<file path="src/rtl/smps_pkg.sv">
// ----------------------------------------------------------------------------
// Scaled matrix product sum package
// Shared widths and opcodes for the scaled matrix product sum block.
// ----------------------------------------------------------------------------
package smps_pkg;

	localparam int MAX_N_DEF = 8;
	localparam int IDX_W     = 3;
	localparam int ELEM_W    = 16;
	localparam int N_W       = 4;
	localparam int SUM_W     = 22;
	localparam int DIVR_W    = 8;
	localparam int AVG_W     = 17;
	localparam int DOT_W     = 35;
	localparam int PART_W    = 50;
	localparam int PROD_W    = PART_W + AVG_W;
	localparam int ACC_W     = 70;
	localparam int OUT_W     = 64;

	localparam logic [2:0] OP_LOAD_A = 3'd0;
	localparam logic [2:0] OP_LOAD_B = 3'd1;
	localparam logic [2:0] OP_LOAD_C = 3'd2;
	localparam logic [2:0] OP_LOAD_D = 3'd3;
	localparam logic [2:0] OP_LOAD_L = 3'd4;
	localparam logic [2:0] OP_RUN    = 3'd5;

endpackage

</file>
<file path="src/rtl/smps_div.sv">
// ----------------------------------------------------------------------------
// Scaled matrix product sum divider
// Restoring unsigned divider producing one quotient bit per cycle.
// ----------------------------------------------------------------------------
module smps_div (
	input  logic                             clk,
	input  logic                             arst_n,
	input  logic                             start,
	input  logic [smps_pkg::SUM_W-1:0]       dividend,
	input  logic [smps_pkg::DIVR_W-1:0]      divisor,
	output logic                             done,
	output logic [smps_pkg::SUM_W-1:0]       quotient
);
	localparam int CNT_W = $clog2(smps_pkg::SUM_W + 1);

	logic [CNT_W-1:0]              cnt_q;
	logic                          busy_q;
	logic                          done_q;
	logic [smps_pkg::DIVR_W-1:0]   rem_q;
	logic [smps_pkg::SUM_W-1:0]    quo_q;
	logic [smps_pkg::DIVR_W:0]     shifted;
	logic [smps_pkg::DIVR_W:0]     trial;

	assign shifted = {rem_q, quo_q[smps_pkg::SUM_W-1]};
	assign trial   = shifted - {1'b0, divisor};

	always_ff @(posedge clk or negedge arst_n) begin
		if (!arst_n) begin
			busy_q <= 1'b0;
			done_q <= 1'b0;
			cnt_q  <= '0;
		end else begin
			done_q <= 1'b0;
			if (start) begin
				busy_q <= 1'b1;
				cnt_q  <= CNT_W'(smps_pkg::SUM_W);
			end else if (busy_q) begin
				cnt_q <= cnt_q - 1'b1;
				if (cnt_q == CNT_W'(1)) begin
					busy_q <= 1'b0;
					done_q <= 1'b1;
				end
			end
		end
	end

	always_ff @(posedge clk) begin
		if (start) begin
			rem_q <= '0;
			quo_q <= dividend;
		end else if (busy_q) begin
			if (!trial[smps_pkg::DIVR_W]) begin
				rem_q <= trial[smps_pkg::DIVR_W-1:0];
				quo_q <= {quo_q[smps_pkg::SUM_W-2:0], 1'b1};
			end else begin
				rem_q <= shifted[smps_pkg::DIVR_W-1:0];
				quo_q <= {quo_q[smps_pkg::SUM_W-2:0], 1'b0};
			end
		end
	end

	assign done     = done_q;
	assign quotient = quo_q;

endmodule

</file>
<file path="config.mk">
export PLATFORM = sky130hd
export DESIGN_NAME = smps_div
export DESIGN_NICKNAME = d
export VERILOG_FILES = /design/src/rtl/smps_pkg.sv /design/src/rtl/smps_div.sv
export SDC_FILE = /design/constraint.sdc
export NUM_CORES = 1
export LEC_CHECK = 0
export BUFFER_PORTS_ARGS = -buffer_cell sky130_fd_sc_hd__buf_4
export CAP_MARGIN = 40
export CORE_MARGIN = 2
export CORE_UTILIZATION = 30
export DETAILED_ROUTE_END_ITERATION = 10
export HOLD_SLACK_MARGIN = 0.1
export PLACE_DENSITY_LB_ADDON = 0.15
export SLEW_MARGIN = 5
export SYNTH_ARGS = -nofsm -noshare
export SYNTH_HDL_FRONTEND = slang
export SYNTH_SLANG_ARGS = --single-unit
</file>
<file path="constraint.sdc">
create_clock -name clk -period 2.35 [get_ports clk]
set_input_delay 0.1175 -clock clk [delete_from_list [all_inputs] [get_ports clk]]
set_output_delay 0.1175 -clock clk [all_outputs]
set_load 0.02 [all_outputs]
</file>
Word-level counts from Yosys, hierarchy flattened
Index checks and enable logic that the tools add are counted.
{"block": "word_totals", "regBits": 37, "latchBits": 0, "ram_bits": 0, "mem_bits_ro": 0, "in_bits": 33, "out_inout_bits": 23, "mem_count": 0}
{"block": "classes", "add_sub_neg": 2, "mul": 0, "div": 0, "order_cmp": 0, "n_eq_ne": 1, "shifts": 0, "n_mux": 12, "bitwise": 0, "n_reduce_logical": 1}
{"cell": "$mux 22", "n": 2}
{"cell": "$mux 5", "n": 2}
{"cell": "$sub 9x8->9", "n": 1}
{"cell": "$mux 8", "n": 1}
{"cell": "$mux 1", "n": 7}
{"cell": "$eq 5x1->1 const B", "n": 1}
{"cell": "$sub 5x1->5 const B", "n": 1}
{"cell": "$reduce_bool 2->1", "n": 1}

Longest topological paths before layout
Gate-level depths: netlist (run 1).
{"block": "depth", "ltp_word": 4, "depth_mapped": 8, "depth_no_buf": 8}

Worst setup path after synthesis (run 1)
No wires, ideal clock.
{"block": "synth_path", "path_type": "register to register", "from": "register quo_q (netlist bit quotient[21])", "to": "register rem_q[7] (netlist bit)", "setup_ps": 138, "arrival_time_ps": 2213, "t_required_ps": 2212, "setup_slack_ps": 0, "path_stages_with_launch": 9, "cell_sequence": "edfxtp_1 inv_1 ha_1 fa_1 nand2b_2 a211o_2 a31o_2 o2111ai_1 o221ai_1"}
{"block": "synth_between", "elab_chain_cells": 2}
{"element": "from (decl)", "line_no": "smps_div.sv:20", "source": "logic [smps_pkg::SUM_W-1:0] quo_q;"}
{"element": "from (signal assigned)", "line_no": "smps_div.sv:50", "source": "quo_q <= dividend;"}
{"element": "from (signal assigned)", "line_no": "smps_div.sv:54", "source": "quo_q <= {quo_q[smps_pkg::SUM_W-2:0], 1'b1};"}
{"element": "from (signal assigned)", "line_no": "smps_div.sv:57", "source": "quo_q <= {quo_q[smps_pkg::SUM_W-2:0], 1'b0};"}
{"element": "$sub 9x8->9", "line_no": "smps_div.sv:25", "source": "assign trial = shifted - {1'b0, divisor};"}
{"element": "$mux 8", "line_no": "smps_div.sv:52", "source": "if (!trial[smps_pkg::DIVR_W]) begin"}
{"element": "to (signal assigned)", "line_no": "smps_div.sv:53", "source": "rem_q <= trial[smps_pkg::DIVR_W-1:0];"}
{"element": "to (signal assigned)", "line_no": "smps_div.sv:56", "source": "rem_q <= shifted[smps_pkg::DIVR_W-1:0];"}
{"element": "to (decl)", "line_no": "smps_div.sv:19", "source": "logic [smps_pkg::DIVR_W-1:0] rem_q;"}
No other way between the ends.
A chain may end at the register's enable or synchronous reset.

Worst setup path after layout (run 1)
{"block": "layout_path", "from": "register quo_q (netlist bit quotient[21])", "to": "register rem_q[2] (netlist bit)"}
The elaborated chain is that of the path after synthesis.

==> metrics.txt, run 1 <==
# TYPE chip_impl_metric gauge
chip_impl_info{name="status",value="complete, no violations"} 1
chip_impl_metric{name="synth_sequential_area_ratio",unit="%"} 48.7
chip_impl_info{name="worstSetupPathType",value="reg -> reg"} 1
chip_impl_metric{name="async_flop_share",unit="%"} 18.9
chip_impl_metric{name="dr_wl_met2",unit="µm"} 2140
chip_impl_metric{name="syn-num-nets",unit=""} 226
chip_impl_metric{name="relSlewSlack",unit="%"} 61.8
chip_impl_metric{name="ratio_of_cells_with_drive_above_1_in_the_final_layout",unit="%"} 41.2
chip_impl_metric{name="cellInternalPower",unit="mW"} 1.29
chip_impl_info{name="cts_tree",value="done"} 1
chip_impl_metric{name="yosysWarningCount",unit=""} 0
chip_impl_metric{name="detail_route.vias_per_cell",unit=""} 4.90
chip_impl_metric{name="p_per_area",unit="nW/µm²"} 623
chip_impl_metric{name="synthesized_area_fraction_occupied_by_ao_oa_aoi_and_oai_cells",unit="%"} 14.6
chip_impl_metric{name="power.share.combinational",unit="%"} 22.5
chip_impl_metric{name="final_max_slew_viol_count",unit=""} 0
chip_impl_metric{name="synth-edff-count",unit=""} 22
chip_impl_metric{name="grt_first_pass_wirelength",unit="µm"} 6850
chip_impl_metric{name="syn_area",unit="µm²"} 2050
chip_impl_metric{name="finalWeightedCongestion",unit=""} 0.720
chip_impl_metric{name="die_y",unit="µm"} 86.6
chip_impl_metric{name="cts-root-to-sink-buffers",unit=""} 2
chip_impl_metric{name="route.detailed.wl_per_inst",unit="µm"} 13.6
chip_impl_metric{name="final.setup.worst_slack",unit="ns"} 0.0943
chip_impl_metric{name="maxClockFrequency",unit="MHz"} 443
chip_impl_info{name="cell_type_with_the_highest_aggregate_area_in_the_netlist",value="sky130_fd_sc_hd__edfxtp_1"} 1
chip_impl_metric{name="via_count",unit=""} 1618
chip_impl_info{name="synth_most_common_cell",value="sky130_fd_sc_hd__edfxtp_1"} 1
chip_impl_metric{name="fp.dieW",unit="µm"} 86.6
chip_impl_metric{name="drt-pass1-iter-count",unit=""} 4
chip_impl_metric{name="syn_area_per_cell",unit="µm²"} 11.2
chip_impl_metric{name="switchingPower",unit="µW"} 441
chip_impl_metric{name="number_of_levels_in_the_clock_h_tree",unit=""} 2
chip_impl_metric{name="num-fill-cells",unit=""} 671
chip_impl_metric{name="std_cell_rows",unit=""} 30
chip_impl_metric{name="dp_hpwl",unit="µm"} 3340
chip_impl_metric{name="clock-skew-final",unit="ns"} 0.00825
chip_impl_metric{name="timing.max_cap.violations",unit=""} 0
chip_impl_metric{name="port_buffers",unit=""} 55
chip_impl_metric{name="synthesis.instances",unit=""} 182
chip_impl_metric{name="numClockSinks",unit=""} 37
chip_impl_metric{name="finalSetupViolations",unit=""} 0
chip_impl_metric{name="cp.arrival",unit="ns"} 2.45
chip_impl_metric{name="final-hold-violation-count",unit=""} 0
chip_impl_metric{name="power_frac_seq",unit="%"} 45.2
chip_impl_metric{name="worst_ep_required_time",unit="ns"} 2.54
chip_impl_metric{name="max_slew.worst_pin.slew",unit="ns"} 0.570
chip_impl_metric{name="timing.final.crit_share",unit="%"} 96.0
chip_impl_metric{name="power.clock.fraction",unit="%"} 32.4
chip_impl_metric{name="postSynthRegisterBits",unit=""} 37
chip_impl_metric{name="wl_met1",unit="µm"} 2060
chip_impl_metric{name="power.leakage",unit="nW"} 1.20
chip_impl_metric{name="sw_frac_of_total",unit="%"} 25.4
chip_impl_metric{name="placed_insts",unit=""} 318
chip_impl_metric{name="finish.cell_count_without_fillers",unit=""} 330
chip_impl_metric{name="grt_max_degree",unit=""} 36
chip_impl_metric{name="syn_to_final_growth",unit="%"} 36.3
chip_impl_metric{name="synth_cell_types",unit=""} 42
chip_impl_metric{name="synth.top_cell.area_share",unit="%"} 32.3
chip_impl_metric{name="clkSlewWorstSetupHoldPaths",unit="ns"} 0.08
chip_impl_metric{name="timing.critical_path.fanout_max",unit=""} 8
chip_impl_metric{name="finish.utilization",unit="%"} 41.7
chip_impl_info{name="synth-main-ff-cell",value="sky130_fd_sc_hd__edfxtp_1"} 1
chip_impl_metric{name="design.final.nets",unit=""} 293
chip_impl_metric{name="dp_worst_setup_slack",unit="ns"} 0.00781
chip_impl_metric{name="grt_pass1_vias",unit=""} 1446
chip_impl_metric{name="grt_antenna_before_repair",unit=""} 0
chip_impl_metric{name="yosys.area_share.simple",unit="%"} 11.9
chip_impl_metric{name="drt_total_wl",unit="µm"} 4480
chip_impl_metric{name="numCtsBuffers",unit=""} 5
chip_impl_metric{name="vdd_drop_max",unit="mV"} 0.296
chip_impl_metric{name="drt_first_iter_violations",unit=""} 77
chip_impl_metric{name="grt_usage",unit="%"} 11.9
chip_impl_metric{name="post-route-drc-count",unit=""} 0
chip_impl_metric{name="diodes",unit=""} 0
chip_impl_info{name="netlist_top_cells_area",value="sky130_fd_sc_hd__edfxtp_1 32%, sky130_fd_sc_hd__mux2_2 12%, sky130_fd_sc_hd__dfrtp_1 8.6%"} 1
chip_impl_info{name="min_path_type",value="in -> reg"} 1
chip_impl_metric{name="synthMuxAreaShare",unit="%"} 11.6
chip_impl_metric{name="coreArea",unit="µm²"} 6680
chip_impl_metric{name="ant_nets",unit=""} 0
chip_impl_metric{name="met3_wirelength",unit="µm"} 229
chip_impl_metric{name="overflow",unit=""} 0
chip_impl_metric{name="worstSkewPairLatency",unit="ns"} 0.28
chip_impl_metric{name="start_util",unit="%"} 30.6
chip_impl_metric{name="xor_xnor_fraction_of_synth_area",unit="%"} 2.57
chip_impl_info{name="main_combinational_cell_family_by_area_after_synthesis",value="compound AO/OA/AOI/OAI gates"} 1
chip_impl_info{name="top_layer_used",value="met4"} 1
chip_impl_metric{name="synth_adder_area_share",unit="%"} 7.09
chip_impl_info{name="clock_tree.root_cell",value="sky130_fd_sc_hd__clkbuf_8"} 1
chip_impl_metric{name="final_critical_delay_including_setup_and_external_delays",unit="ns"} 2.26
chip_impl_metric{name="design.die.area",unit="µm²"} 7500
chip_impl_metric{name="report.power.total",unit="mW"} 1.74
chip_impl_info{name="timing.critical_path.to_type",value="flip-flop"} 1
chip_impl_metric{name="boundaryPins",unit=""} 56
chip_impl_info{name="synthTopCellsByCount",value="22 x sky130_fd_sc_hd__edfxtp_1, 21 x sky130_fd_sc_hd__mux2_2, 12 x sky130_fd_sc_hd__inv_1, 12 x sky130_fd_sc_hd__nand2_1"} 1
chip_impl_info{name="startpoint_type",value="flip-flop"} 1
## timing repair
item	4_1_cts	5_1_grt
endpoints found under the hold margin	7	0
gates resized for setup	0	6
hold buffers	1	0
setup endpoints to repair	0	9
buffers inserted	0	3
## cell families after synthesis
logic type	count (synthesis)
simple gates	48
compound gates	39
flops	37
mux	21
buf+inv	20
fa+ha+maj	11
xor+xnor	6
## layout by cell type (no fill, tap or decap), types with 2 or more instances in the layout
master / instances
sky130_fd_sc_hd__a21o_1: 3
sky130_fd_sc_hd__a21oi_1: 10
sky130_fd_sc_hd__a311oi_1: 3
sky130_fd_sc_hd__a31oi_4: 2
sky130_fd_sc_hd__and3_1: 2
sky130_fd_sc_hd__buf_4: 65
sky130_fd_sc_hd__clkbuf_8: 6
sky130_fd_sc_hd__dfrtp_1: 7
sky130_fd_sc_hd__dfxtp_1: 8
sky130_fd_sc_hd__edfxtp_1: 22
sky130_fd_sc_hd__ha_1: 10
sky130_fd_sc_hd__inv_1: 12
sky130_fd_sc_hd__mux2_2: 21
sky130_fd_sc_hd__nand2_1: 12
sky130_fd_sc_hd__nand3_1: 6
sky130_fd_sc_hd__nand3b_1: 2
sky130_fd_sc_hd__nand4_1: 3
sky130_fd_sc_hd__nor2_1: 10
sky130_fd_sc_hd__nor3_1: 5
sky130_fd_sc_hd__o2111ai_1: 3
sky130_fd_sc_hd__o211ai_1: 2
sky130_fd_sc_hd__o21ai_0: 4
sky130_fd_sc_hd__o21ai_1: 3
sky130_fd_sc_hd__o311a_1: 2
sky130_fd_sc_hd__xnor2_1: 5
## area by class of cell
cell class / instances / area, µm² / share of cell area (%)
multi-input cells: 125 / 1010 / 36.2
well taps: 80 / 100 / 3.59
inverters: 13 / 48.8 / 1.75
clock inverters: 1 / 30.0 / 1.08
clock buffers: 7 / 86.3 / 3.10
flip-flops and latches: 37 / 996 / 35.7
repair buffers: 67 / 518 / 18.6
## final timing paths
check / from / to / slack [ns] / cells past startpoint
max: quotient[21]$_DFFE_PP_ / rem_q[2]$_SDFFE_PP0P_ / 0.09 / 8
min: dividend[2] / quotient[2]$_DFFE_PP_ / 0.13 / 2
max reg2reg: quotient[21]$_DFFE_PP_ / rem_q[2]$_SDFFE_PP0P_ / 0.09 / 8
min reg2reg: rem_q[2]$_SDFFE_PP0P_ / rem_q[2]$_SDFFE_PP0P_ / 0.52 / 2
max in group asynchronous: arst_n / cnt_q[1]$_DFFE_PN0P_ / 2.05 / 2
min in group asynchronous: arst_n / cnt_q[2]$_DFFE_PN0P_ / 0.18 / 2
## metal layers
layer	vias to the layer above	global-route usage, %
met2	36	18.6
met5	-	0
met3	5	3.43
met4	0	3.84
met1	764	15.9
li1	813	-
## worst max-delay path: stages (launching register included)
cell and delay [ns]:
sky130_fd_sc_hd__edfxtp_1 0.35, sky130_fd_sc_hd__inv_1 0.05, sky130_fd_sc_hd__ha_1 0.20, sky130_fd_sc_hd__fa_2 0.34
sky130_fd_sc_hd__nand2b_4 0.16, sky130_fd_sc_hd__a211o_4 0.39, sky130_fd_sc_hd__a31oi_4 0.26, sky130_fd_sc_hd__nand4_1 0.13
sky130_fd_sc_hd__a311oi_1 0.28
## power by group through the flow
stage	clock, mW	combinational [mW]	sequential (mW)
2_1_floorplan	0	0.177	0.844
3_3_place_gp	0	0.381	0.800
3_5_place_dp	0	0.378	0.799
4_1_cts	0.577	0.382	0.785
5_1_grt	0.605	0.428	0.791
6_report	0.562	0.390	0.784
## metrics by stage
step | hold slack [ns] | cell area [µm²] | setup TNS, ns
5_1_grt | 0.124 | 2790 | -0.00754
6_report | 0.134 | 2790 | 0
2_1_floorplan | -0.178 | 2050 | -0.000276
3_5_place_dp | -0.0619 | 2610 | 0
3_3_place_gp | -0.0616 | 2610 | 0
4_1_cts | 0.126 | 2730 | 0
## sequential cells by signal (all words and copies together) (netlist names)
name and flops:
quotient 22, rem_q 8, cnt_q 5, busy_q 1, done 1
Note: power is estimated with default switching activity, not from simulation.
==> inputs of run 2 (changes only) <==
--- a/config.mk
+++ b/config.mk
@@ -7,6 +7,7 @@
 export LEC_CHECK = 0
 export BUFFER_PORTS_ARGS = -buffer_cell sky130_fd_sc_hd__buf_4
 export CAP_MARGIN = 40
+export CORE_ASPECT_RATIO = 1.2
 export CORE_MARGIN = 2
 export CORE_UTILIZATION = 30
 export DETAILED_ROUTE_END_ITERATION = 10
==> run 2 against run 1 <==
Combinational power barely moved. Final area fell by 1.1%. Clock power fell by 26%. Register-to-register slack improved by 0.03 ns. Non-clock buffer count rose by 1. Largest cell class unchanged. Worst setup slack improved by 0.034 ns. Final cell count rose by 1.8%.
==> metrics.txt, run 2 (synthesis results as in run 1) <==
# TYPE chip_impl_metric gauge
chip_impl_metric{name="post-route-drc-count",unit=""} 0
chip_impl_metric{name="power.share.combinational",unit="%"} 24.5
chip_impl_metric{name="grt_usage",unit="%"} 12.6
chip_impl_metric{name="place_area",unit="µm²"} 2610
chip_impl_metric{name="drt_total_wl",unit="µm"} 4410
chip_impl_metric{name="design_area",unit="µm²"} 2760
chip_impl_metric{name="start_util",unit="%"} 31.3
chip_impl_info{name="mostFrequentLayoutCell",value="sky130_fd_sc_hd__buf_4"} 1
chip_impl_metric{name="drt-pass1-iter-count",unit=""} 4
chip_impl_metric{name="cp.arrival",unit="ns"} 2.42
chip_impl_metric{name="finalWeightedCongestion",unit=""} 0.814
chip_impl_metric{name="grt_antenna_before_repair",unit=""} 0
chip_impl_metric{name="regToRegSetupSlack",unit="ns"} 0.13
chip_impl_metric{name="ff2ff_path_depth",unit=""} 8
chip_impl_metric{name="fp.dieW",unit="µm"} 79.4
chip_impl_metric{name="diodes",unit=""} 0
chip_impl_info{name="timing.critical_path.to_type",value="flip-flop"} 1
chip_impl_metric{name="cellInternalPower",unit="mW"} 1.16
chip_impl_metric{name="crit_path_max_incr_delay",unit="ns"} 0.38
chip_impl_metric{name="drt_first_iter_violations",unit=""} 75
chip_impl_metric{name="final-hold-violation-count",unit=""} 0
chip_impl_metric{name="via_count",unit=""} 1567
chip_impl_info{name="min_path_type",value="in -> reg"} 1
chip_impl_info{name="r2r_end",value="rem_q[6]$_SDFFE_PP0P_"} 1
chip_impl_metric{name="worst_hold_slack",unit="ns"} 0.127
chip_impl_metric{name="final_max_slew_viol_count",unit=""} 0
chip_impl_metric{name="worstSkewPairLatency",unit="ns"} 0.28
chip_impl_metric{name="finish.cell_count_without_fillers",unit=""} 336
chip_impl_metric{name="final_critical_delay_including_setup_and_external_delays",unit="ns"} 2.22
chip_impl_metric{name="switchingPower",unit="µW"} 437
chip_impl_metric{name="ratio_of_cells_with_drive_above_1_in_the_final_layout",unit="%"} 41.8
chip_impl_metric{name="sw_frac_of_total",unit="%"} 27.4
chip_impl_metric{name="std_cell_rows",unit=""} 32
chip_impl_metric{name="overflow",unit=""} 0
chip_impl_metric{name="design.final.nets",unit=""} 294
chip_impl_metric{name="timing.critical_path.fanout_max",unit=""} 7
chip_impl_metric{name="cts-root-to-sink-buffers",unit=""} 2
chip_impl_metric{name="ant_nets",unit=""} 0
chip_impl_info{name="status",value="complete, no violations"} 1
chip_impl_metric{name="design.die.area",unit="µm²"} 7500
chip_impl_metric{name="final.setup.worst_slack",unit="ns"} 0.128
chip_impl_metric{name="timing.max_cap.violations",unit=""} 0
chip_impl_metric{name="grt_first_pass_wirelength",unit="µm"} 7380
chip_impl_metric{name="die_y",unit="µm"} 94.5
chip_impl_metric{name="maxClockFrequency",unit="MHz"} 450
chip_impl_metric{name="placed_insts",unit=""} 324
chip_impl_metric{name="finish.utilization",unit="%"} 42.3
chip_impl_metric{name="p_per_area",unit="nW/µm²"} 577
chip_impl_metric{name="clkSlewWorstSetupHoldPaths",unit="ns"} 0.07
chip_impl_metric{name="detail_route.vias_per_cell",unit=""} 4.66
chip_impl_metric{name="worst_hold_path.num_cells",unit=""} 3
chip_impl_info{name="grt_setup_unrepaired",value="no"} 1
chip_impl_metric{name="dp_hpwl",unit="µm"} 3320
chip_impl_metric{name="power_frac_seq",unit="%"} 49.4
chip_impl_metric{name="totalNegativeSetupSlack",unit="ns"} 0
chip_impl_info{name="worstSetupPathType",value="reg -> reg"} 1
chip_impl_metric{name="clock-skew-final",unit="ns"} 0.00577
chip_impl_metric{name="power.clock.fraction",unit="%"} 26.1
chip_impl_metric{name="grt_pass1_vias",unit=""} 1580
chip_impl_metric{name="syn_to_final_growth",unit="%"} 34.8
chip_impl_metric{name="number_of_levels_in_the_clock_h_tree",unit=""} 2
chip_impl_metric{name="vdd_drop_max",unit="mV"} 0.237
chip_impl_info{name="worst_r2r_startpoint",value="quotient[21]$_DFFE_PP_"} 1
chip_impl_info{name="holdPathEnd",value="quotient[0]$_DFFE_PP_"} 1
chip_impl_metric{name="dp_worst_setup_slack",unit="ns"} 0.0131
chip_impl_metric{name="largest_register_ff_count",unit=""} 22
chip_impl_info{name="startpoint_type",value="flip-flop"} 1
chip_impl_metric{name="relSlewSlack",unit="%"} 62.4
chip_impl_metric{name="port_buffers",unit=""} 55
chip_impl_metric{name="max_slew.worst_pin.slew",unit="ns"} 0.561
chip_impl_metric{name="timing.final.crit_share",unit="%"} 94.6
chip_impl_info{name="commonest_cells_after_routing_fill_and_taps_aside",value="67 x sky130_fd_sc_hd__buf_4, 22 x sky130_fd_sc_hd__edfxtp_1, 21 x sky130_fd_sc_hd__mux2_2"} 1
chip_impl_metric{name="finalSetupViolations",unit=""} 0
chip_impl_metric{name="report.power.total",unit="mW"} 1.59
chip_impl_metric{name="boundaryPins",unit=""} 56
chip_impl_metric{name="power.leakage",unit="nW"} 1.18
chip_impl_metric{name="grt_max_degree",unit=""} 25
chip_impl_metric{name="numClockSinks",unit=""} 37
chip_impl_metric{name="coreArea",unit="µm²"} 6530
chip_impl_info{name="worstHoldStart",value="dividend[0]"} 1
chip_impl_metric{name="route.detailed.wl_per_inst",unit="µm"} 13.1
chip_impl_info{name="cpMaxStageDelayCell",value="sky130_fd_sc_hd__a211o_4"} 1
chip_impl_info{name="clock_tree.root_cell",value="sky130_fd_sc_hd__clkbuf_8"} 1
chip_impl_metric{name="worst_ep_required_time",unit="ns"} 2.54
chip_impl_info{name="crit_chain",value="inv_2, ha_4, fa_2, nand2b_4, a211o_4, a31oi_4, o211ai_1, a311oi_1"} 1
chip_impl_info{name="cts_tree",value="done"} 1
chip_impl_metric{name="numCtsBuffers",unit=""} 5
==> run 2: worst max-delay path: cells and delay by family (launching register included) <==
| kind | cells | cell delay (ns) |
|---|---|---|
| compound gates | 4 | 1.05 |
| fa+ha+maj | 2 | 0.49 |
| buf+inv | 1 | 0.06 |
| flops | 1 | 0.37 |
| simple gates | 1 | 0.16 |
==> run 2: area by class of cell <==
| cell class | instances | area [µm²] |
|---|---|---|
| clock inverter | 2 | 10.0 |
| sequential | 37 | 996 |
| clock buffer | 6 | 72.6 |
| multi-input combinational | 125 | 1010 |
| tap | 85 | 106 |
| inverter | 13 | 48.8 |
| timing repair buffer | 68 | 513 |
| fill | 680 | 3770 |
==> run 2: timing repair <==
item	in CTS	in global routing
pin swaps	1	4
hold buffers	1	0
endpoints found under the setup margin	1	9
resized for setup	0	7
buffers inserted	0	3
hold endpoints to repair	7	0
gates cloned	0	0
==> run 2: worst max path at each step <==
stage / cells after the start / slack (ns) / to / start
final: 8 / 0.13 / rem_q[6]$_SDFFE_PP0P_ / quotient[21]$_DFFE_PP_
after global routing: 8 / 0.01 / rem_q[6]$_SDFFE_PP0P_ / quotient[21]$_DFFE_PP_
after global placement: 8 / 0.08 / rem_q[6]$_SDFFE_PP0P_ / quotient[21]$_DFFE_PP_
after floorplan: 8 / -0.0003 / rem_q[7]$_SDFFE_PP0P_ / quotient[21]$_DFFE_PP_
after CTS: 8 / 0.006 / rem_q[6]$_SDFFE_PP0P_ / quotient[21]$_DFFE_PP_
after detailed placement: 8 / 0.01 / rem_q[6]$_SDFFE_PP0P_ / quotient[21]$_DFFE_PP_
==> run 2: power by group through the flow <==
stage	registers [mW]	clock network, mW	logic, mW
6_report	0.787	0.416	0.390
5_1_grt	0.794	0.457	0.430
4_1_cts	0.787	0.435	0.378
3_5_place_dp	0.800	0	0.375
3_3_place_gp	0.800	0	0.377
2_1_floorplan	0.844	0	0.177
==> run 2: routing by layer <==
metal	vias to the layer above	global-route usage, %	wire length (µm)
met3	4	2.77	287
li1	813	-	-
met4	0	4.31	55
met2	51	20.2	2010
met5	-	0	0
met1	699	17.0	2060
